## src/rtl/vph_pkg.sv

```systemverilog
// vph_pkg: shared types, widths, register codes and helpers of the voxel projection histogram
// no dependencies
`default_nettype none

package vph_pkg;

  // sizes
  localparam int MAX_BINS   = 64;
  localparam int BIN_W      = $clog2(MAX_BINS);
  localparam int BINCNT_W   = 7;
  localparam int POS_W      = 8;
  localparam int GRID_W     = 9;
  localparam int WEIGHT_W   = 32;
  localparam int SPACING_W  = 32;
  localparam int SAMPLE_W   = 24;
  localparam int SQ_W       = 2 * SAMPLE_W;
  localparam int SUM_W      = 56;
  localparam int COUNT_W    = 25;
  localparam int DIST_W     = 38;
  localparam int FRAC_W     = 16;
  localparam int PROD_W     = WEIGHT_W + POS_W + 1;
  localparam int ACC_W      = PROD_W + 2;
  localparam int CFG_IDX_W  = 3;
  localparam int CFG_DATA_W = 32;
  localparam int FIFO_DEPTH = 4;
  localparam int FIFO_PTR_W = $clog2(FIFO_DEPTH);

  localparam logic [GRID_W-1:0]   GRID_LIM  = GRID_W'(1 << POS_W);
  localparam logic [BINCNT_W-1:0] BIN_LIM   = BINCNT_W'(MAX_BINS);
  localparam logic [SUM_W-1:0]    SUM_MAX   = '1;
  localparam logic [COUNT_W-1:0]  COUNT_MAX = '1;

  // register indexes
  localparam logic [CFG_IDX_W-1:0] REG_WEIGHT_X    = 3'd0;
  localparam logic [CFG_IDX_W-1:0] REG_WEIGHT_Y    = 3'd1;
  localparam logic [CFG_IDX_W-1:0] REG_WEIGHT_Z    = 3'd2;
  localparam logic [CFG_IDX_W-1:0] REG_GRID_X      = 3'd3;
  localparam logic [CFG_IDX_W-1:0] REG_GRID_Y      = 3'd4;
  localparam logic [CFG_IDX_W-1:0] REG_GRID_Z      = 3'd5;
  localparam logic [CFG_IDX_W-1:0] REG_BIN_COUNT   = 3'd6;
  localparam logic [CFG_IDX_W-1:0] REG_BIN_SPACING = 3'd7;

  typedef struct packed {
    logic signed [WEIGHT_W-1:0] weight_x;
    logic signed [WEIGHT_W-1:0] weight_y;
    logic signed [WEIGHT_W-1:0] weight_z;
    logic [GRID_W-1:0]          grid_x;
    logic [GRID_W-1:0]          grid_y;
    logic [GRID_W-1:0]          grid_z;
    logic [BINCNT_W-1:0]        bin_count;
    logic [SPACING_W-1:0]       bin_spacing;
  } cfg_regs_t;

  // one classified sample on its way to the bin update
  typedef struct packed {
    logic [BIN_W-1:0] bin;
    logic [SQ_W-1:0]  sq;
    logic             sat;
    logic             done;
  } fifo_entry_t;

  typedef struct packed {
    logic [SUM_W-1:0]   sum;
    logic [COUNT_W-1:0] count;
  } bin_entry_t;

  typedef struct packed {
    logic readout;
    logic pop;
    logic range_flag;
  } back_stat_t;

  typedef enum logic [2:0] {
    ST_ACCUM,
    ST_DRAIN,
    ST_READ,
    ST_LOAD,
    ST_SEND
  } back_state_t;

  function automatic logic [GRID_W-1:0] eff_grid(input logic [GRID_W-1:0] g);
    logic [GRID_W-1:0] r;
    if (g == '0) begin
      r = GRID_W'(1);
    end else if (g > GRID_LIM) begin
      r = GRID_LIM;
    end else begin
      r = g;
    end
    return r;
  endfunction

  function automatic logic [BINCNT_W-1:0] eff_bins(input logic [BINCNT_W-1:0] c);
    logic [BINCNT_W-1:0] r;
    if (c == '0) begin
      r = BINCNT_W'(1);
    end else if (c > BIN_LIM) begin
      r = BIN_LIM;
    end else begin
      r = c;
    end
    return r;
  endfunction

endpackage

`default_nettype wire

```

## src/rtl/vph_in_if.sv

```systemverilog
// vph_in_if: sample channel, valid/ready with one signed sample
// depends on vph_pkg
`default_nettype none

interface vph_in_if;
  import vph_pkg::*;

  logic                       valid;
  logic                       ready;
  logic signed [SAMPLE_W-1:0] sample;

  modport source (output valid, output sample, input ready);
  modport sink   (input valid, input sample, output ready);
endinterface

`default_nettype wire

```

## src/rtl/vph_front.sv

```systemverilog
// vph_front: voxel counters, projection, rounding and bin classification
// depends on vph_pkg, vph_in_if; feeds vph_fifo
`default_nettype none

module vph_front (
  input  wire logic                clk,
  input  wire logic                rst,
  vph_in_if.sink                   samples,
  input  vph_pkg::cfg_regs_t       cfg_regs,
  input  wire logic                fifo_full,
  output logic                     push,
  output vph_pkg::fifo_entry_t     push_data
);
  import vph_pkg::*;

  localparam int RSUM_W = ACC_W - 1;
  localparam int R_W    = RSUM_W - FRAC_W;
  localparam logic [RSUM_W-1:0]      HALF     = RSUM_W'(1 << (FRAC_W - 1));
  localparam logic signed [ACC_W-1:0] NEG_HALF = ACC_W'(-(2 ** (FRAC_W - 1)));

  logic [POS_W-1:0] pos_x, pos_y, pos_z;
  logic [POS_W-1:0] pos_x_next, pos_y_next, pos_z_next;
  logic             wrap_all;

  // stage 1: products and square
  logic                     s1_valid;
  logic signed [PROD_W-1:0] s1_px, s1_py, s1_pz;
  logic [SQ_W-1:0]          s1_sq;
  logic                     s1_done;

  // stage 2: projection sum
  logic                     s2_valid;
  logic signed [ACC_W-1:0]  s2_acc;
  logic [SQ_W-1:0]          s2_sq;
  logic                     s2_done;

  logic                     s2_ready;
  logic                     accept;
  logic signed [SQ_W-1:0]   sq_full;

  logic [RSUM_W-1:0]        rsum;
  logic [R_W-1:0]           r;
  logic [R_W-1:0]           n_ext;
  logic [BINCNT_W-1:0]      n_eff;
  logic [BINCNT_W-1:0]      n_top;
  logic [BIN_W-1:0]         bin;
  logic                     sat;

  assign s2_ready      = !s2_valid || !fifo_full;
  assign samples.ready = !s1_valid || s2_ready;
  assign accept        = samples.valid && samples.ready;
  assign push          = s2_valid && !fifo_full;
  assign sq_full       = samples.sample * samples.sample;

  // raster advance, z fastest
  always_comb begin
    logic [GRID_W-1:0] z1, y1, x1;
    z1 = GRID_W'(pos_z) + GRID_W'(1);
    y1 = GRID_W'(pos_y) + GRID_W'(1);
    x1 = GRID_W'(pos_x) + GRID_W'(1);
    pos_x_next = pos_x;
    pos_y_next = pos_y;
    pos_z_next = z1[POS_W-1:0];
    wrap_all   = 1'b0;
    if (z1 >= eff_grid(cfg_regs.grid_z)) begin
      pos_z_next = '0;
      pos_y_next = y1[POS_W-1:0];
      if (y1 >= eff_grid(cfg_regs.grid_y)) begin
        pos_y_next = '0;
        pos_x_next = x1[POS_W-1:0];
        if (x1 >= eff_grid(cfg_regs.grid_x)) begin
          pos_x_next = '0;
          wrap_all   = 1'b1;
        end
      end
    end
  end

  always_ff @(posedge clk) begin
    if (rst) begin
      s1_valid <= 1'b0;
      s2_valid <= 1'b0;
      pos_x    <= '0;
      pos_y    <= '0;
      pos_z    <= '0;
    end else begin
      if (samples.ready) s1_valid <= samples.valid;
      if (s2_ready) s2_valid <= s1_valid;
      if (accept) begin
        pos_x <= pos_x_next;
        pos_y <= pos_y_next;
        pos_z <= pos_z_next;
      end
    end
  end

  always_ff @(posedge clk) begin
    if (accept) begin
      s1_px   <= $signed({1'b0, pos_x}) * cfg_regs.weight_x;
      s1_py   <= $signed({1'b0, pos_y}) * cfg_regs.weight_y;
      s1_pz   <= $signed({1'b0, pos_z}) * cfg_regs.weight_z;
      s1_sq   <= sq_full;
      s1_done <= wrap_all;
    end
    if (s2_ready && s1_valid) begin
      s2_acc  <= ACC_W'(s1_px) + ACC_W'(s1_py) + ACC_W'(s1_pz);
      s2_sq   <= s1_sq;
      s2_done <= s1_done;
    end
  end

  // round half away from zero, then clamp into 0..n-1
  assign n_eff = eff_bins(cfg_regs.bin_count);
  assign n_top = n_eff - BINCNT_W'(1);
  assign n_ext = R_W'(n_eff);
  assign rsum  = s2_acc[RSUM_W-1:0] + HALF;
  assign r     = rsum[RSUM_W-1:FRAC_W];

  always_comb begin
    bin = '0;
    sat = 1'b0;
    if (s2_acc[ACC_W-1]) begin
      sat = (s2_acc < NEG_HALF + ACC_W'(1));
    end else if (r == n_ext) begin
      bin = n_top[BIN_W-1:0];
    end else if (r > n_ext) begin
      bin = n_top[BIN_W-1:0];
      sat = 1'b1;
    end else begin
      bin = r[BIN_W-1:0];
    end
  end

  assign push_data.bin  = bin;
  assign push_data.sq   = s2_sq;
  assign push_data.sat  = sat;
  assign push_data.done = s2_done;

endmodule

`default_nettype wire

```

## src/flat_wrapper.sv

```systemverilog
// flat-port wrapper written by rule: the top's interface ports become plain ports
module vph_front_flat import vph_pkg::*;
  (clk, rst, cfg_regs, fifo_full, push, push_data, samples_valid, samples_sample, samples_ready);
  vph_in_if samples_i ();
  input  wire logic clk;
  input  wire logic rst;
  input  vph_pkg::cfg_regs_t cfg_regs;
  input  wire logic fifo_full;
  output logic push;
  output vph_pkg::fifo_entry_t push_data;
  input wire logic [$bits(samples_i.valid)-1:0] samples_valid;
  input wire logic [$bits(samples_i.sample)-1:0] samples_sample;
  output wire logic [$bits(samples_i.ready)-1:0] samples_ready;
  assign samples_i.valid = samples_valid;
  assign samples_i.sample = samples_sample;
  assign samples_ready = samples_i.ready;
  vph_front u_core (.clk(clk), .rst(rst), .samples(samples_i), .cfg_regs(cfg_regs), .fifo_full(fifo_full), .push(push), .push_data(push_data));
endmodule
```

## config.mk

```make
export PLATFORM = sky130hd
export DESIGN_NAME = vph_front_flat
export DESIGN_NICKNAME = d
export VERILOG_FILES = /design/src/rtl/vph_pkg.sv /design/src/rtl/vph_in_if.sv /design/src/rtl/vph_front.sv /design/src/flat_wrapper.sv
export SDC_FILE = /design/constraint.sdc
export NUM_CORES = 2
export LEC_CHECK = 0
export ABC_CLOCK_PERIOD_IN_PS = 9700
export BUFFER_PORTS_ARGS = -buffer_cell sky130_fd_sc_hd__buf_4
export CAP_MARGIN = 20
export CORE_MARGIN = 4
export CORE_UTILIZATION = 45
export DETAILED_ROUTE_END_ITERATION = 7
export GPL_TIMING_DRIVEN = 0
export SLEW_MARGIN = 20
export SYNTH_ARGS = -nofsm -noshare
export SYNTH_HDL_FRONTEND = slang
export SYNTH_SLANG_ARGS = --single-unit
```

## constraint.sdc

```tcl
create_clock -name clk -period 9.7 [get_ports clk]
set_input_delay 1.455 -clock clk [delete_from_list [all_inputs] [get_ports clk]]
set_output_delay 1.455 -clock clk [all_outputs]
set_load 0.1 [all_outputs]
```

Word-level counts from Yosys, hierarchy flattened
Index checks and enable logic that the tools add are counted.
{"block": "totals", "reg_bits": 290, "output_inout_bits": 58, "wordCells": 70}
{"block": "classes", "mul": 4, "n_lt_le_gt_ge": 9, "n_mux": 21, "addsub": 7, "reduce_logical": 15, "eq_ne": 1}
{"op": "multiplier 9 x 32 -> 41 bit", "n": 3}
{"op": "two-way mux 9 bit", "n": 9}
{"op": "multiplier 24 x 24 -> 48 bit", "n": 1}
{"op": "adder 42 x 41 -> 43 bit", "n": 1}
{"op": "less-than comparator 43 x 16 -> 1 bit, second input constant", "n": 1}
{"op": "adder 41 x 41 -> 42 bit", "n": 1}
{"op": "adder 42 x 16 -> 42 bit, second input constant", "n": 1}
{"op": "adder 8 x 1 -> 9 bit, second input constant", "n": 3}
{"op": ">= comparator 9 bit", "n": 3}
{"op": "> comparator 9 bit, second input constant", "n": 3}
{"op": "zero test 9 bit", "n": 3}
{"op": "== test 26 x 7 -> 1 bit", "n": 1}
{"op": "> comparator 26 x 7 -> 1 bit", "n": 1}
{"op": "two-way mux 8 bit", "n": 3}
{"op": "two-way mux 6 bit", "n": 3}
{"op": "two-way mux 7 bit", "n": 2}
{"op": "> comparator 7 bit, second input constant", "n": 1}
{"op": "zero test 7 bit", "n": 1}
{"op": "subtractor 6 x 1 -> 6 bit, second input constant", "n": 1}
{"op": "two-way mux 1 bit", "n": 4}
{"op": "AND reduction 2 bit", "n": 2}
{"op": "logical AND 1 bit", "n": 3}
{"op": "zero test 1 bit", "n": 3}
{"op": "AND reduction 3 bit", "n": 1}
{"op": "logical OR 1 bit", "n": 2}

Logic depth before layout (Yosys ltp)
{"block": "logic_depth", "ltp_word": 10, "ltp_mapped": 27}

Worst setup path before layout
OpenSTA, ideal clock, no wires.
{"block": "synth_path", "path_kind": "input to register", "from": "input fifo_full", "to": "register u_core.pos_x[2]", "cell_stages": 8, "arrival_time_ps": 8909, "path_buffers": 2, "path_slack_ps": 658, "path_cell_list": "nand3_1 nand2_1 inv_1 clkbuf_1 o221ai_1 clkbuf_1 o31ai_1 a21oi_1"}
{"block": "synth_via", "elab_chain_len": 5}
{"item": "start, declared", "line_no": "flat_wrapper.sv:8", "text": "input wire logic fifo_full;"}
{"item": "zero test 1 bit", "line_no": "vph_front.sv:49", "text": "assign s2_ready = !s2_valid || !fifo_full;"}
{"item": "logical OR 1 bit", "line_no": "vph_front.sv:49"}
{"item": "logical OR 1 bit", "line_no": "vph_front.sv:50", "text": "assign samples.ready = !s1_valid || s2_ready;"}
{"item": "logical AND 1 bit", "line_no": "vph_front.sv:51", "text": "assign accept = samples.valid && samples.ready;"}
{"item": "net u_core.accept", "line_no": "vph_front.sv:38", "text": "logic accept;"}
{"item": "AND reduction 3 bit (no source line)"}
{"item": "end signal, assigned", "line_no": "vph_front.sv:90", "text": "pos_x <= pos_x_next;"}
{"item": "end, declared", "line_no": "vph_front.sv:21", "text": "logic [POS_W-1:0] pos_x, pos_y, pos_z;"}
The timed path passes the listed nets, and every way through them passes these cells.
A chain may end at the register's enable or synchronous reset.

Worst setup path after layout
{"block": "layout_path", "from": "input samples_sample[23]", "to": "register u_core.s1_sq[47], data pin"}
{"block": "layout_via", "elab_chain_len": 1}
{"item": "start, declared", "line_no": "flat_wrapper.sv:12", "text": "input wire logic [$bits(samples_i.sample)-1:0] samples_sample;"}
{"item": "multiplier 24 x 24 -> 48 bit", "line_no": "vph_front.sv:53", "text": "assign sq_full = samples.sample * samples.sample;"}
{"item": "net u_core.sq_full[47]", "line_no": "vph_front.sv:39", "text": "logic signed [SQ_W-1:0] sq_full;"}
{"item": "end signal, assigned", "line_no": "vph_front.sv:102", "text": "s1_sq <= sq_full;"}
{"item": "end, declared", "line_no": "vph_front.sv:28", "text": "logic [SQ_W-1:0] s1_sq;"}
The timed path passes the listed nets, and every way through them passes these cells.

==> summary.md <==
| Metric | Value |
|---|---|
| Fin nets | `8,234` |
| Sequential share of the synthesized area | `14.2%` |
| Crit path capture type | `flip-flop` |
| WL per Instance | `19.0 um` |
| Overall die height | `around 370 um` |
| Status | `finished, final reports clean` |
| Routability cong. | `0.933` |
| Max Cap Viol | `0` |
| Most used routing layer | `met2` |
| Num CTS Buffers | `38` |
| Met3 Usage GRT | `2.59%` |
| Via count | `around 42,000` |
| Unique masters post-synth | `80` |
| Placeable Area | `0.130 sq mm` |
| H-tree level count | `2` |
| Critical path fanouts, max | `10` |
| Register bit total from synthesis | `around 290` |
| First-pass GRT wire length | `249,000 um` |
| Initial antenna violation count | `7` |
| Setup TNS | `0 ps` |
| Post-DRT Antenna Nets | `0` |
| Clk sinks | `288` |
| Area of the mapped netlist | `0.0589 sq mm` |
| Kind of critical path | `in -> reg` |
| Total track usage | `23.4%` |
| Final Max Slew Viols | `0` |
| GR Overflow Total | `0` |
| Clock latency on the worst-skew pair | `between 600 and 700 ps` |
| Worst rel slew slack | `roughly 31%` |
| WP data required | `10,120 ps` |
| DR vias/cell | `5.14` |
| Hold buffer count at cts | `0` |
| # placed instances | `8,083` |
| RSZ-0062 raised after global routing | `no` |
| EDFF count, synth | `262` |
| Most common cell after layout, fill and taps aside | `inv_1` |
| Commonest non-fill, non-tap cells in the layout | `inv_1, fa_1, nand2_1` |
| Drt initial violations | `2,464` |
| Root Buffer | `clkbuf_16` |
| Final Skew | `20.0 ps` |
| Met2 Use GR | `41.3%` |
| Layout area overhead | `9.29%` |
| Synth warn | `0` |
| Number of global-route vias before repair | `45,400` |
| FMAX | `0.108 GHz` |
| Largest net degree at the start of global routing | `54` |
| I/O Pins | `248` |
| Post-Synthesis Net Count | `7,971` |
| Arrival @ worst endpoint | `just under 10,000 ps` |
| Hpwl dp | `132,000 um` |
| Fillers | `around 12,000` |
| Layout cells sized above 1 | `under 10%` |
| Gate Count Post-Synth | `6,118` |
| Final Cycle Share | `95.4%` |
| Min cycle time layout | `9260 ps` |
| Mapped Avg Cell Area | `about 9.6 sq um` |
| TritonCTS clock tree | `yes` |
| Final hold violation count | `0` |
| # port buffers | `~210` |
| Met1 Track Usage GR | `between 30% and 40%` |
| Post-CTS setup buffers | `0` |
| Die area | `0.137 sq mm` |
| DIE WIDTH | `roughly 370 um` |
| CTS clk-pin slew, worst paths | `60 ps` |
| Tightest Pin Transition | `1040 ps` |
| Min-Delay Path Class | `reg -> reg` |
| Initial Util | `45.4%` |
| Post-Layout Cell Count | `just over 8,000` |
| Top_reg_cell synth | `edfxtp_1` |
| Final setup vio count | `0` |
| DRC | `0` |
| Critical path startpoint category | `primary input` |
| Async set-reset flop share out of synthesis | `0%` |
| Routed wire length | `about 160,000 um` |
| DRT Pass-1 Iters | `5` |
| # rows | `132` |
| Bufs on Longest Clock Path | `3` |
-- cell type report --
type                    count  area (sq um)  share of cell area (%)
well taps                1742          2180                    3.39
repair buffers            223          1830                    2.85
clock inverters            28           457                   0.709
inverters                1463          5490                    8.53
flip-flops and latches    288          8390                    13.0
plain buffers             177           689                    1.07
diodes                      5          12.5                  0.0194
multi-input cells        4190         44400                    68.9
clock buffers              42           966                    1.50
-- path summary, 6_finish.rpt --
kind / start / end / slack [ps] / depth (start not counted)
max: samples_sample[23] / u_core.s1_sq[47] / 440 / 23
min reg2reg: u_core.s1_sq[21] / u_core.s2_sq[21] / 420 / 0
min: u_core.s1_sq[21] / u_core.s2_sq[21] / 420 / 0
max reg2reg: u_core.pos_x[0] / u_core.s1_px[40] / 2850 / 20
-- state kept, by name, indices dropped and copies added (netlist names) --
name             flops
u_core.s1_sq        47
u_core.s2_sq        47
u_core.s2_acc       43
u_core.s1_px        41
u_core.s1_py        41
u_core.s1_pz        41
u_core.pos_x         8
u_core.pos_y         8
u_core.pos_z         8
u_core.s1_done       1
u_core.s1_valid      1
u_core.s2_done       1
u_core.s2_valid      1
-- worst max-delay path, cell delays in order --
cell and delay, ps:
buf_4 110, clkbuf_1 510, clkbuf_1 680, and2_1 290, fa_1 490, fa_1 690
inv_1 260, fa_1 830, inv_1 320, fa_1 530, fa_1 480, fa_1 530
fa_1 410, ha_1 360, a21o_1 240, a21o_1 190, a21o_1 180, a21o_1 180
a21o_1 170, a21oi_1 160, nor2_1 70, a211o_1 260, a311oi_1 270
-- synthesized netlist by cell type (39+ instances only) --
master	n	share of area [%]
nand3_1	69	0.59
a21oi_1	197	1.7
edfxtp_1	262	13
a21o_1	124	1.6
and2_1	584	6.2
inv_1	1459	9.3
o21ai_0	90	0.76
nor2b_1	39	0.41
xor2_1	61	0.91
nor3_1	40	0.34
xnor2_1	164	2.4
nand2_1	610	3.9
clkbuf_1	166	1.1
fa_1	1190	40
nor2_1	165	1.1
ha_1	473	10
-- stage by stage --
stage	hold slack [ps]	utilization (%)	cell area (sq um)	setup slack [ps]
6_report	417	49.6	64400	442
2_1_floorplan	400	-	58900	658
5_1_grt	423	49.6	64400	147
4_1_cts	417	49.6	64400	320
3_3_place_gp	401	48.3	62700	-4970
3_5_place_dp	405	48.5	63000	-315
-- logic make-up (layout without fill, tap and decap cells) --
family                   Yosys count  count (layout)  synth area share, %
multiplexers                       9               9                0.155
buffers and inverters           1640            1933                 10.5
AO/OA/AOI/OAI                    645             645                 7.19
flip-flops                       288             288                 14.2
other                              1               6              0.00636
AND/OR/NAND/NOR                 1647            1647                 14.1
XOR/XNOR                         225             225                 3.34
adder cells (fa/ha/maj)         1663            1663                 50.5
-- per-layer routing --
layer / wire, um / share of wire, % / up-vias
met5: 0 / 0 / -
met4: 4730 / 3.1 / 0
met3: 8100 / 5.2 / 216
met2: 78200 / 50 / 1124
met1: 64100 / 41 / 21300
li1: - / - / 19300
-- timing repair --
| item | 4_1_cts | 5_1_grt |
|---|---|---|
| endpoints found under the hold margin | 0 | 0 |
| setup endpoints to repair | 0 | 2 |
| resized for setup | 0 | 4 |
Power is left out: the tool's default activity adds up to more than one toggle a clock period on the data nets, which glitch-free logic cannot reach.
