$ cat src/rtl/vph_pkg.sv
// vph_pkg: shared types, widths, register codes and helpers of the voxel projection histogram
// no dependencies
`default_nettype none

package vph_pkg;

  // sizes
  localparam int MAX_BINS   = 64;
  localparam int BIN_W      = $clog2(MAX_BINS);
  localparam int BINCNT_W   = 7;
  localparam int POS_W      = 8;
  localparam int GRID_W     = 9;
  localparam int WEIGHT_W   = 32;
  localparam int SPACING_W  = 32;
  localparam int SAMPLE_W   = 24;
  localparam int SQ_W       = 2 * SAMPLE_W;
  localparam int SUM_W      = 56;
  localparam int COUNT_W    = 25;
  localparam int DIST_W     = 38;
  localparam int FRAC_W     = 16;
  localparam int PROD_W     = WEIGHT_W + POS_W + 1;
  localparam int ACC_W      = PROD_W + 2;
  localparam int CFG_IDX_W  = 3;
  localparam int CFG_DATA_W = 32;
  localparam int FIFO_DEPTH = 4;
  localparam int FIFO_PTR_W = $clog2(FIFO_DEPTH);

  localparam logic [GRID_W-1:0]   GRID_LIM  = GRID_W'(1 << POS_W);
  localparam logic [BINCNT_W-1:0] BIN_LIM   = BINCNT_W'(MAX_BINS);
  localparam logic [SUM_W-1:0]    SUM_MAX   = '1;
  localparam logic [COUNT_W-1:0]  COUNT_MAX = '1;

  // register indexes
  localparam logic [CFG_IDX_W-1:0] REG_WEIGHT_X    = 3'd0;
  localparam logic [CFG_IDX_W-1:0] REG_WEIGHT_Y    = 3'd1;
  localparam logic [CFG_IDX_W-1:0] REG_WEIGHT_Z    = 3'd2;
  localparam logic [CFG_IDX_W-1:0] REG_GRID_X      = 3'd3;
  localparam logic [CFG_IDX_W-1:0] REG_GRID_Y      = 3'd4;
  localparam logic [CFG_IDX_W-1:0] REG_GRID_Z      = 3'd5;
  localparam logic [CFG_IDX_W-1:0] REG_BIN_COUNT   = 3'd6;
  localparam logic [CFG_IDX_W-1:0] REG_BIN_SPACING = 3'd7;

  typedef struct packed {
    logic signed [WEIGHT_W-1:0] weight_x;
    logic signed [WEIGHT_W-1:0] weight_y;
    logic signed [WEIGHT_W-1:0] weight_z;
    logic [GRID_W-1:0]          grid_x;
    logic [GRID_W-1:0]          grid_y;
    logic [GRID_W-1:0]          grid_z;
    logic [BINCNT_W-1:0]        bin_count;
    logic [SPACING_W-1:0]       bin_spacing;
  } cfg_regs_t;

  // one classified sample on its way to the bin update
  typedef struct packed {
    logic [BIN_W-1:0] bin;
    logic [SQ_W-1:0]  sq;
    logic             sat;
    logic             done;
  } fifo_entry_t;

  typedef struct packed {
    logic [SUM_W-1:0]   sum;
    logic [COUNT_W-1:0] count;
  } bin_entry_t;

  typedef struct packed {
    logic readout;
    logic pop;
    logic range_flag;
  } back_stat_t;

  typedef enum logic [2:0] {
    ST_ACCUM,
    ST_DRAIN,
    ST_READ,
    ST_LOAD,
    ST_SEND
  } back_state_t;

  function automatic logic [GRID_W-1:0] eff_grid(input logic [GRID_W-1:0] g);
    logic [GRID_W-1:0] r;
    if (g == '0) begin
      r = GRID_W'(1);
    end else if (g > GRID_LIM) begin
      r = GRID_LIM;
    end else begin
      r = g;
    end
    return r;
  endfunction

  function automatic logic [BINCNT_W-1:0] eff_bins(input logic [BINCNT_W-1:0] c);
    logic [BINCNT_W-1:0] r;
    if (c == '0) begin
      r = BINCNT_W'(1);
    end else if (c > BIN_LIM) begin
      r = BIN_LIM;
    end else begin
      r = c;
    end
    return r;
  endfunction

endpackage

`default_nettype wire

$ cat src/rtl/vph_fifo.sv
// vph_fifo: short queue of classified samples between front and back
// depends on vph_pkg
`default_nettype none

module vph_fifo (
  input  wire logic                clk,
  input  wire logic                rst,
  input  wire logic                push,
  input  vph_pkg::fifo_entry_t     push_data,
  output logic                     full,
  input  wire logic                pop,
  output vph_pkg::fifo_entry_t     head,
  output logic                     not_empty
);
  import vph_pkg::*;

  fifo_entry_t             slots [FIFO_DEPTH];
  logic [FIFO_PTR_W-1:0]   wr_ptr, rd_ptr;
  logic [FIFO_PTR_W:0]     count;

  assign full      = (count == (FIFO_PTR_W + 1)'(FIFO_DEPTH));
  assign not_empty = (count != '0);
  assign head      = slots[rd_ptr];

  always_ff @(posedge clk) begin
    if (rst) begin
      wr_ptr <= '0;
      rd_ptr <= '0;
      count  <= '0;
    end else begin
      if (push) wr_ptr <= wr_ptr + FIFO_PTR_W'(1);
      if (pop) rd_ptr <= rd_ptr + FIFO_PTR_W'(1);
      if (push && !pop) begin
        count <= count + (FIFO_PTR_W + 1)'(1);
      end else if (pop && !push) begin
        count <= count - (FIFO_PTR_W + 1)'(1);
      end
    end
  end

  always_ff @(posedge clk) begin
    if (push) slots[wr_ptr] <= push_data;
  end

endmodule

`default_nettype wire

$ cat config.mk
export PLATFORM = sky130hd
export DESIGN_NAME = vph_fifo
export DESIGN_NICKNAME = d
export VERILOG_FILES = /design/src/rtl/vph_pkg.sv /design/src/rtl/vph_fifo.sv
export SDC_FILE = /design/constraint.sdc
export NUM_CORES = 1
export LEC_CHECK = 0
export ABC_AREA = 1
export BUFFER_PORTS_ARGS = -buffer_cell sky130_fd_sc_hd__buf_2
export CORE_UTILIZATION = 62
export DETAILED_ROUTE_END_ITERATION = 16
export PLACE_DENSITY = 0.85
export SETUP_SLACK_MARGIN = 0.1
export SLEW_MARGIN = 20
export SYNTH_ARGS = -nofsm -noshare
export SYNTH_HDL_FRONTEND = slang
export SYNTH_SLANG_ARGS = --single-unit
$ cat constraint.sdc
create_clock -name clk -period 3.2 [get_ports clk]
set_input_delay 0.16 -clock clk [delete_from_list [all_inputs] [get_ports clk]]
set_output_delay 0.16 -clock clk [all_outputs]
set_load 0.03 [all_outputs]
**After elaboration in Yosys (flattened, before gate mapping)**

Memories as Yosys holds them, arrays and structs flattened. A register that Yosys moved wholly into a read port is not among the register bits.
Cells that the tools add are included.

- Bits in registers: 7
- Memory bits (writable): 224
- Bits of input ports: 60
- Output and inout bits: 58
- Logic and storage cells: 21
- Memories: 1

Memories:

| memory | words | width | read ports | clocked after Yosys merged registers in | write ports | line | text |
|---|---|---|---|---|---|---|---|
| slots | 4 | 56 | 1 | 1 | 1 | vph_fifo.sv:17 | `fifo_entry_t slots [FIFO_DEPTH];` |

- $add $sub $neg: 4
- Equal/unequal tests: 1
- Multiplexer cells: 6
- Reductions and logical operators: 6

Operators with widths:

| kind | number |
|---|---|
| 3-bit 2-to-1 mux | 2 |
| 2-bit by 1-bit adder with 2-bit output (second input constant) | 2 |
| 2-bit 2-to-1 mux | 2 |
| 3-bit by 1-bit adder with 3-bit output (second input constant) | 1 |
| 3-bit == test (second input constant) | 1 |
| 3-bit nonzero test | 1 |
| 3-bit by 1-bit subtractor with 3-bit output (second input constant) | 1 |
| 1-bit logical AND | 2 |
| 1-bit logical NOT | 2 |
| 1-bit 2-to-1 mux | 2 |
| 2-bit nonzero test | 1 |

**Depth between registers and ports, before layout**

Gate-level depths: netlist of the first run.

- Word-level depth: 4
- Depth in mapped cells: 10
- Depth with buffers taken out: 10

**Worst setup path before layout of the first run**

No wires, ideal clock.

- Path type: reg-to-reg
- Start: register wr_ptr[0]
- End: memory slots[2][0] (netlist bit) (enable)
- Library setup time: 0.410 ns
- Arrival: 1.680 ns
- Data required time: 2.790 ns
- Setup slack: 1.110 ns
- Cell stages (with the launch flop): 5
- Buffers on the path: 0
- Period minus slack after synthesis: 2.090 ns
- Cell sequence: dfxtp_1 > inv_1 > ha_1 > nand2_1 > inv_1

RTL lines:

| element | line | text |
|---|---|---|
| start: declaration | vph_fifo.sv:18 | `logic [FIFO_PTR_W-1:0] wr_ptr, rd_ptr;` |
| start signal: assignment | vph_fifo.sv:31 | `if (push) wr_ptr <= wr_ptr + FIFO_PTR_W'(1);` |
| end: declaration | vph_fifo.sv:17 |  |

Straight into the memory's write port.

==> results.yml, run 1 <==
outcome:
  run_status: "completed"
synthesis:
  mappedNetlistArea_um2: 9076
  fraction_of_post_synthesis_cell_area_in_the_top_cell_type_by_area_pct: 74.11
  synth_area_leaders: "edfxtp_1, o21ai_0, nor2_1"
  synthesis.instances: 601
  post-synth-top-area-cell: "edfxtp_1"
  yosys.cell_types.count: 27
  yosys_warnings: 0
  synth_area_per_cell_um2: 15.10
  postSynthRegisterBits: 233
  postSynthNetCount: 667
  sequential_cell_area_fraction_in_the_yosys_report_pct: 76.10
placement:
  place_congestion: 0.7846
  port_buffers: 117
  dp_hpwl_um: 10280
  dpl.cell_count: 872
worst_setup_path:
  timing.setup.critical_path_class: "reg2out"
  crit_path_cell_trace: "buf_4 > o21ai_0 > o22ai_2 > buf_2"
  critPathBufInv: 2
  required_ns: 3.04
  cp.arrival_ns: 2.53
  critical_path_peak_fanout: 112
  worst_setup_path_start_kind: "register"
  critical_path.endpoint_type: "output port"
  slowest_delay_ns: 0.79
  critical-path-top-delay-family: "buffers and inverters"
  critical-path-slowest-cell: "buf_4"
sta:
  ratio_of_final_minimum_period_to_clock_period_pct: 84.02
  clock.fmax_mhz: 371.9
  final_count_of_hold_timing_violations: 0
  relSlewSlack_pct: 28.23
  clock_period_minus_worst_slack_ns: 2.689
  setup-violations-final: 0
  timing_worst_slew_pin_value_ns: 1.077
  rsz0062_at_grt: "no"
  timing.setup.tns_ns: 0
  timing.final.max_slew_violations: 0
  worst_clock_skew_ns: 0.005506
pwr:
  pwr_density_cell_nw_per_um2: 622.3
  vdd_ir_drop_max_mv: 0.4453
  pwr-share-clk_pct: 35.5
  net-switching-power_mw: 1.692
  comb_power_share_pct: 12.9
  power_leakage_nw: 3.903
  p_int_mw: 5.137
  power_switching_share_pct: 24.78
  pwr-share-seq_pct: 51.6
clocking:
  cts-root-to-sink-buffers: 3
  cts-htree-levels: 1
  cts-buffers-inserted: 22
  postCtsSetupRepairBufs: 0
  clock_tree_from_tritoncts: "built"
  clkLatencyLatePin_ns: 0.49
  cts.root.buffer_cell: "clkbuf_16"
  cts.sink_count: 233
  clk_pin_slew_ns: 0.06
global_routing:
  gr-usage-all-layers_pct: 26.47
  global_route.overflow_total: 0
  first_global_vias: 5730
  number_of_antenna_violations_at_the_first_check_in_global_routing: 0
  grt_max_degree: 113
  grt_pass1_wl_um: 29920
floorplanning:
  fp.dieArea_um2: 15130
  start_util_pct: 64.39
  floorplan.die.height_um: 123.0
  io_pins: 118
  die_width_um: 123.0
  placement_rows: 43
  floorplan.core_area_um2: 14100
cells_and_area:
  areaGrowthSynthToFinish_pct: 20.90
  n_fill_cell: 758
  most_common_cell_after_layout_fill_and_taps_aside: "edfxtp_1"
  num-nets-final: 839
  n_antenna_cell: 0
  layout.cells.non_filler: 968
  final_layout_size_suffix_gt1_share_pct: 26.90
  layout.cells.most_common_list: "edfxtp_1, buf_2, nor2_1, o21ai_0, dlygate4sd3_1"
run:
  max-cap-violations: 0
detailed_routing:
  vias: 5775
  detail_route.wl_per_cell_um: 20.17
  route.detailed.vias_per_inst: 5.966
  detail_route.wirelength_um: 19530
  detail_route.drc_violations: 0
  ant_nets: 0
  detailedRoute.firstIterationViolations: 617
  firstDrtPassIters: 5
min_path:
  min_delay_worst_type: "in2reg"
-- stage by stage --
stage               util (%)  worst slack [ns]  hold WS (ns)  power (mW)  area [um2]
finish                 77.84            0.5115       0.04249       6.829       10970
global route           77.84            0.4134       0.06425       7.019       10970
floorplan                  -             1.110        0.2324       4.146        9076
detailed placement     69.08             1.093        0.3445       4.401        9737
CTS                    77.84            0.5547       0.01119       6.830       10970
global placement       69.08             1.179        0.3373       4.369        9737
-- power by group through the flow --
stage                     Clock [mW]  Combinational [mW]  Sequential [mW]
final                           2.42               0.881             3.53
after CTS                       2.43               0.875             3.52
after floorplan                    0               0.565             3.58
after global routing            2.55               0.940             3.53
after detailed placement           0               0.814             3.59
after global placement             0               0.790             3.58
-- cells by family (layout without fill, tap and decap cells) --
kind of cell               after synthesis  in the layout  share of synthesized area [%]
AOI/OAI and AO/OA                      176            176                          12.02
xor gates and xnor gates                 1              1                        0.09652
adders and majority gates                6              6                         0.9099
buffers and inverters                   53            240                          3.543
DFF                                    233            233                          76.10
and+or+nand+nor                        132            132                          7.334
-- metal layers --
| layer | wire length [um] | global-route usage, % | up-vias |
|---|---|---|---|
| met5 | 0 | 0 | - |
| met4 | 803 | 12.95 | 0 |
| met3 | 1364 | 3.921 | 68 |
| met2 | 9974 | 43.26 | 318 |
| met1 | 7386 | 35.27 | 2804 |
| li1 | - | - | 2585 |
-- final timing paths --
path	start	endpoint	slack, ns	cells past startpoint
max	register	head[8]	0.51	4
min	push	wr_ptr[1]$_SDFFE_PP0P_	0.04	3
max reg2reg	wr_ptr[1]$_SDFFE_PP0P_	slots[1][0]$_DFFE_PP_	1.21	5
min reg2reg	rd_ptr[1]$_SDFFE_PP0P_	register	0.44	1
-- cells in the mapped netlist --
library cell / count
edfxtp_1: 224
nand2_1: 10
nor2_1: 93
nor2_4: 20
dfxtp_1: 9
o21ai_1: 26
o22ai_2: 20
buf_8: 1
buf_2: 9
fa_1: 1
nor2_2: 6
buf_6: 6
buf_12: 3
inv_2: 1
inv_4: 1
inv_1: 15
a21oi_1: 3
o21ai_2: 4
o21ai_0: 87
o22ai_1: 36
nor3_1: 1
ha_1: 5
xor2_1: 1
nand3_1: 1
clkbuf_1: 16
buf_4: 1
nand4_1: 1
-- registers in the layout, indices dropped and copies added (netlist names), named ones only --
signal  count
count       3
rd_ptr      2
slots     224
wr_ptr      2
-- repair_timing --
| action | CTS | global route |
|---|---|---|
| resized for setup | 0 | 0 |
| endpoints found under the hold margin | 225 | 0 |
| hold buffers | 57 | 0 |
-- worst register-to-register path, stage by stage, from the launching register on --
cell	delay, ns
dfxtp_1	0.33
inv_1	0.11
ha_1	0.16
nand2_1	0.06
inv_2	0.61
buf_4	0.41
-- area by class of cell --
cell class | count | area [um2] | share of cell area (%)
sequential | 233 | 6912 | 62.99
multi-input combinational | 315 | 1848 | 16.84
timing repair buffer | 184 | 1256 | 11.45
clock inverter | 12 | 75.07 | 0.6842
tap | 180 | 225.2 | 2.052
clock buffer | 27 | 590.6 | 5.382
inverter | 17 | 66.31 | 0.6043
Power figures use the tool's default switching activity.
==> inputs of run 2 (changes only) <==
--- a/config.mk
+++ b/config.mk
@@ -7,9 +7,9 @@
 export LEC_CHECK = 0
 export ABC_AREA = 1
 export BUFFER_PORTS_ARGS = -buffer_cell sky130_fd_sc_hd__buf_2
-export CORE_UTILIZATION = 62
+export CORE_UTILIZATION = 57
 export DETAILED_ROUTE_END_ITERATION = 16
-export PLACE_DENSITY = 0.85
+export PLACE_DENSITY = 0.79
 export SETUP_SLACK_MARGIN = 0.1
 export SLEW_MARGIN = 20
 export SYNTH_ARGS = -nofsm -noshare
==> constraint.sdc (replaced) <==
create_clock -name clk -period 2.5 [get_ports clk]
set_input_delay 0.125 -clock clk [delete_from_list [all_inputs] [get_ports clk]]
set_output_delay 0.125 -clock clk [all_outputs]
set_load 0.03 [all_outputs]
==> results.yml, run 2 (synthesis gave the netlist of run 1 again) <==
sta:
  timing_worst_slew_pin_value_ns: 0.5854
  clock_period_minus_worst_slack_ns: 2.205
  final_count_of_hold_timing_violations: 0
  worst_clock_skew_ns: 0.004599
  timing.setup.tns_ns: 0
  ratio_of_final_minimum_period_to_clock_period_pct: 88.20
  timing.final.max_slew_violations: 0
  relSlewSlack_pct: 60.91
  timing.hold.ws_ns: 0.3366
  clock.fmax_mhz: 453.5
  rsz0062_at_grt: "no"
  setup-violations-final: 0
floorplanning:
  io_pins: 118
  floorplan.core_area_um2: 15370
  start_util_pct: 59.05
  floorplan.die.height_um: 128.2
  die_width_um: 128.2
  placement_rows: 45
  fp.dieArea_um2: 16430
global_routing:
  grt_pass1_wl_um: 29270
  global_route.overflow_total: 0
  first_global_vias: 5730
  grt_max_degree: 112
  gr-usage-all-layers_pct: 23.20
  number_of_antenna_violations_at_the_first_check_in_global_routing: 0
clocking:
  clkLatencyLatePin_ns: 0.50
  cts-root-to-sink-buffers: 3
  cts.sink_count: 233
  cts.root.buffer_cell: "clkbuf_16"
  clock_tree_from_tritoncts: "built"
  cts-buffers-inserted: 24
  postCtsSetupRepairBufs: 0
  clk_pin_slew_ns: 0.06
  cts-htree-levels: 1
cells_and_area:
  multi_input_area_um2: 1848
  areaGrowthSynthToFinish_pct: 23.72
  final_layout_size_suffix_gt1_share_pct: 27.32
  largestRegisters: "slots x224, count x3"
  regMostFlops: "slots"
  n_antenna_cell: 0
  final_core_util_pct: 73.06
  num-nets-final: 846
  layout.cells.most_common_list: "edfxtp_1, buf_2, nor2_1, o21ai_0, dlygate4sd3_1"
  layout.cells.non_filler: 1009
  seq_area_um2: 6912
  n_fill_cell: 986
  flip_flop_count_of_the_largest_register_all_copies_and_words_added: 224
  most_common_cell_after_layout_fill_and_taps_aside: "edfxtp_1"
min_path:
  cell_count_of_the_worst_hold_path: 3
  min_delay_worst_type: "in2reg"
  worst_hold_startpoint: "rst"
outcome:
  run_status: "completed"
run:
  max-cap-violations: 0
worst_setup_path:
  critical-path-top-delay-family: "buffers and inverters"
  critical_path.endpoint_type: "output port"
  required_ns: 2.38
  timing.setup.critical_path_class: "reg2out"
  critPathBufInv: 3
  worst_setup_path_start_kind: "register"
  slowest_delay_ns: 0.36
  critical-path-slowest-cell: "dfxtp_4"
  cp.arrival_ns: 2.08
  crit_path_cell_trace: "inv_4 > buf_4 > o21ai_0 > o22ai_2 > buf_2"
  reg2reg_depth: 5
  timing.rr.start: "wr_ptr[0]$_SDFFE_PP0P_"
  critical_path_peak_fanout: 33
  worstSetupPathDepth: 5
pwr:
  vdd_ir_drop_max_mv: 0.7350
  pwr_density_cell_nw_per_um2: 813.5
  power_leakage_nw: 3.998
placement:
  dp_hpwl_um: 10530
  port_buffers: 117
  dpl.cell_count: 906
  place_congestion: 0.7731
detailed_routing:
  detailedRoute.firstIterationViolations: 482
  firstDrtPassIters: 5
  detail_route.drc_violations: 0
  vias: 5557
  route.detailed.vias_per_inst: 5.507
  ant_nets: 0
  detail_route.wl_per_cell_um: 18.40
  detail_route.wirelength_um: 18560
[run 2: cell types whose count changed in the layout (fill, tap and decap cells not counted), sizes merged]
cell | previous run | this run
dlygate4sd3 | 57 | 59
clkbuf | 27 | 31
bufinv | 1 | 3
clkinv | 11 | 10
buf | 127 | 130
[run 2: power breakdown]
group          internal (mW)  switching [mW]
sequential              4.46          0.0511
combinational          0.363           0.775
clock                   2.13            1.36
total                   6.95            2.18
[run 2: final timing paths]
check                      endpoint  slack (ns)
min reg2reg                register        0.45
max reg2reg  slots[0][46]$_DFFE_PP_        0.83
min           count[0]$_SDFFE_PP0P_        0.34
max                        head[43]        0.29
[run 2: what timing repair did]
| action | in CTS | in global routing |
|---|---|---|
| endpoints found under the setup margin | 0 | 0 |
| resized for setup | 0 | 0 |
| hold buffers | 59 | 0 |
| endpoints found under the hold margin | 233 | 0 |
[run 2: worst reg2reg max path: stages (launching register included)]
cell and delay [ns]:
dfxtp_1 0.33, inv_1 0.13, ha_1 0.17, nand2_1 0.07, inv_2 0.33, buf_4 0.33
[run 2: through the flow]
| stage | power (mW) | worst slack [ns] | cell area [um2] |
|---|---|---|---|
| final | 9.135 | 0.2950 | 11230 |
| after global routing | 9.427 | 0.1950 | 11230 |
| after CTS | 9.183 | 0.2841 | 11230 |
| after detailed placement | 5.651 | 0.8162 | 9861 |
| after global placement | 5.604 | 0.8698 | 9861 |
| after floorplan | 5.307 | 0.4098 | 9076 |
[run 2: per-layer routing]
| layer | GRT usage (%) | wire [um] | part of all wire, % | up-vias |
|---|---|---|---|---|
| met5 | 0 | 0 | 0 | - |
| met4 | 7.336 | 287 | 1.5 | 0 |
| met3 | 3.881 | 1003 | 5.4 | 22 |
| met2 | 40.38 | 9573 | 52 | 170 |
| met1 | 29.86 | 7699 | 41 | 2753 |
| li1 | - | - | - | 2612 |
[run 2: cell type report]
| type | instances | share of cell area, % |
|---|---|---|
| Sequential cell | 233 | 61.55 |
| Multi-Input combinational cell | 315 | 16.46 |
| Timing Repair Buffer | 189 | 12.12 |
| Clock buffer | 31 | 5.772 |
| Tap cell | 211 | 2.351 |
| Clock inverter | 13 | 1.159 |
| Inverter | 17 | 0.5905 |
==> inputs of run 3 (changes only) <==
--- a/config.mk
+++ b/config.mk
@@ -5,7 +5,6 @@
 export SDC_FILE = /design/constraint.sdc
 export NUM_CORES = 1
 export LEC_CHECK = 0
-export ABC_AREA = 1
 export BUFFER_PORTS_ARGS = -buffer_cell sky130_fd_sc_hd__buf_2
 export CORE_UTILIZATION = 57
 export DETAILED_ROUTE_END_ITERATION = 16
==> constraint.sdc (replaced) <==
create_clock -name clk -period 2.5 [get_ports clk]
set_input_delay 0.75 -clock clk [delete_from_list [all_inputs] [get_ports clk]]
set_output_delay 0.75 -clock clk [all_outputs]
set_load 0.03 [all_outputs]
==> results.yml, run 3 <==
clocking:
  cts-root-to-sink-buffers: 3
  cts.root.buffer_cell: "clkbuf_16"
  cts-buffers-inserted: 23
  clock_tree_from_tritoncts: "built"
  cts-htree-levels: 1
  cts.sink_count: 233
  clk_pin_slew_ns: 0.06
  clkLatencyLatePin_ns: 0.49
detailed_routing:
  detailedRoute.firstIterationViolations: 225
  firstDrtPassIters: 4
  vias: 3867
  detail_route.drc_violations: 0
  route.detailed.vias_per_inst: 5.670
  detail_route.wl_per_cell_um: 21.83
  ant_nets: 0
  detail_route.wirelength_um: 14890
synthesis:
  synth_area_leaders: "edfxtp_1, mux4_2, dfxtp_1"
  yosys_warnings: 0
  post-synth-top-area-cell: "edfxtp_1"
  fraction_of_post_synthesis_cell_area_in_the_top_cell_type_by_area_pct: 78.71
  synthesis.instances: 336
  postSynthNetCount: 402
  synth_most_common_cell: "edfxtp_1"
  dominant_register_cell_in_the_synthesized_netlist: "edfxtp_1"
  ys_async_sr_fraction_pct: 0
  yosys.cell_types.count: 21
  postSynthRegisterBits: 233
  post_synth_most_frequent_cells: "edfxtp_1, mux4_2, dfxtp_1, nor2_1"
  sequential_cell_area_fraction_in_the_yosys_report_pct: 80.82
  synth_area_per_cell_um2: 25.43
  mappedNetlistArea_um2: 8546
  synth_edf_count: 224
global_routing:
  grt_pass1_wl_um: 23010
  global_route.overflow_total: 0
  gr-usage-all-layers_pct: 19.57
  first_global_vias: 4201
  grt_max_degree: 57
  number_of_antenna_violations_at_the_first_check_in_global_routing: 1
placement:
  dpl-instance-area_um2: 9420
  dp_hpwl_um: 8108
  place_congestion: 0.6647
  port_buffers: 117
sta:
  setup-violations-final: 56
  rsz0062_at_grt: "yes"
  clock_period_minus_worst_slack_ns: 2.622
  relSlewSlack_pct: 69.93
  final_count_of_hold_timing_violations: 0
  ratio_of_final_minimum_period_to_clock_period_pct: 104.9
  timing.final.max_slew_violations: 0
  timing.hold.ws_ns: 0.4767
  timing_worst_slew_pin_value_ns: 0.4510
  clock.fmax_mhz: 381.3
  finalWorstSetupSlack_ns: -0.1223
  worst_clock_skew_ns: 0.007448
cells_and_area:
  num-nets-final: 547
  areaGrowthSynthToFinish_pct: 24.00
  final_core_util_pct: 72.63
  regMostFlops: "slots"
  most_common_cell_after_layout_fill_and_taps_aside: "edfxtp_1"
  finalInstanceArea_um2: 10600
  final_layout_size_suffix_gt1_share_pct: 45.47
  n_fill_cell: 840
  seq_area_um2: 6912
  flip_flop_count_of_the_largest_register_all_copies_and_words_added: 224
  layout.cells.most_common_list: "edfxtp_1, buf_2, buf_6, mux4_2, clkbuf_16"
  multi_input_area_um2: 1498
  largestRegisters: "slots x224, count x3"
pwr:
  pwr-share-clk_pct: 34.7
  net-switching-power_mw: 2.094
  power_leakage_nw: 3.624
  pwr_density_cell_nw_per_um2: 847.2
  power_switching_share_pct: 23.33
  total_power_mw: 8.977
  comb_power_share_pct: 14.7
  pwr-share-seq_pct: 50.6
  p_int_mw: 6.883
  vdd_ir_drop_max_mv: 0.6698
floorplanning:
  start_util_pct: 58.58
  fp.dieArea_um2: 15490
  placement_rows: 44
  floorplan.die.height_um: 124.4
  io_pins: 118
  floorplan.core_area_um2: 14590
  die_width_um: 124.4
min_path:
  worst_hold_startpoint: "push_data[32]"
  min_delay_worst_endpoint: "slots[1][32]$_DFFE_PP_"
  min_delay_worst_type: "in2reg"
  cell_count_of_the_worst_hold_path: 1
worst_setup_path:
  reg2reg_depth: 3
  timing.rr.start: "wr_ptr[0]$_SDFFE_PP0P_"
  cp.arrival_ns: 1.87
  critical_path.reg2reg.endpoint: "slots[1][30]$_DFFE_PP_"
  worst_setup_path_start_kind: "register"
  critical_path_peak_fanout: 6
  critical_path.endpoint_type: "output port"
  r2r_slack_ns: 0.94
  timing.setup.critical_path_class: "reg2out"
  required_ns: 1.75
run:
  max-cap-violations: 0
outcome:
  run_status: "finished with violations"
  violations: "negative setup slack"
run 3: worst max path at each step:
| stage | end | cells past startpoint | slack (ns) | start |
|---|---|---|---|---|
| final | head[16] | 4 | -0.12 | register |
| after CTS | head[39] | 4 | -0.16 | register |
| after global placement | count[2]$_SDFFE_PP0P_ | 8 | 0.33 | pop |
| after floorplan | head[10] | 3 | 0.48 | register |
| after detailed placement | count[2]$_SDFFE_PP0P_ | 8 | 0.25 | pop |
| after global routing | head[50] | 3 | -0.18 | register |
run 3: repair_timing:
action                                  4_1_cts  5_1_grt
hold buffers                                  0        0
cloned                                        2        1
setup buffers                                 3        1
endpoints found under the setup margin       56       56
endpoints found under the hold margin         0        0
gates resized for setup                     114        1
run 3: worst max-delay path, cell delays in order (launching register included):
cell	delay [ns]
dfxtp_4	0.44
buf_12	0.14
clkbuf_16	0.15
mux4_2	0.50
buf_6	0.15
run 3: cell type report:
class | count | share of cell area [%]
clock buffer | 27 | 5.573
sequential | 233 | 65.23
clock inverter | 14 | 0.8856
inverter | 4 | 0.1417
timing repair buffer | 133 | 11.84
antenna | 1 | 0.02362
tap | 184 | 2.173
multi-input combinational | 86 | 14.13
run 3: power by group through the flow:
stage          registers (mW)  clock network, mW  logic (mW)
2_1_floorplan            4.60                  0       0.761
3_3_place_gp             4.60                  0        1.07
3_5_place_dp             4.62                  0        1.08
4_1_cts                  4.54               3.18        1.32
5_1_grt                  4.55               3.33        1.39
6_report                 4.54               3.11        1.32
run 3: routing by layer:
metal | vias up | routed length (um) | global-route usage [%]
li1 | 1718 | - | -
met5 | - | 0 | 0
met2 | 119 | 7462 | 32.56
met3 | 21 | 951 | 4.553
met4 | 0 | 191 | 4.748
met1 | 2009 | 6282 | 26.53
run 3: kinds of logic after synthesis:
| family | count (synthesis) | share of synthesized area [%] |
|---|---|---|
| adders and majority gates | 6 | 0.9663 |
| buffers and inverters | 17 | 1.713 |
| muxes | 58 | 14.99 |
| and+or+nand+nor | 15 | 0.8785 |
| AOI/OAI and AO/OA | 2 | 0.1170 |
| DFF | 233 | 80.82 |
| xor gates and xnor gates | 5 | 0.5125 |
run 3: through the flow:
step	TNS, ns	setup WS [ns]	cells
3_5_place_dp	0	0.2475	633
4_1_cts	-6.334	-0.1587	679
2_1_floorplan	0	0.4772	336
5_1_grt	-7.597	-0.1792	681
6_report	-4.626	-0.1223	682
3_3_place_gp	0	0.3313	633
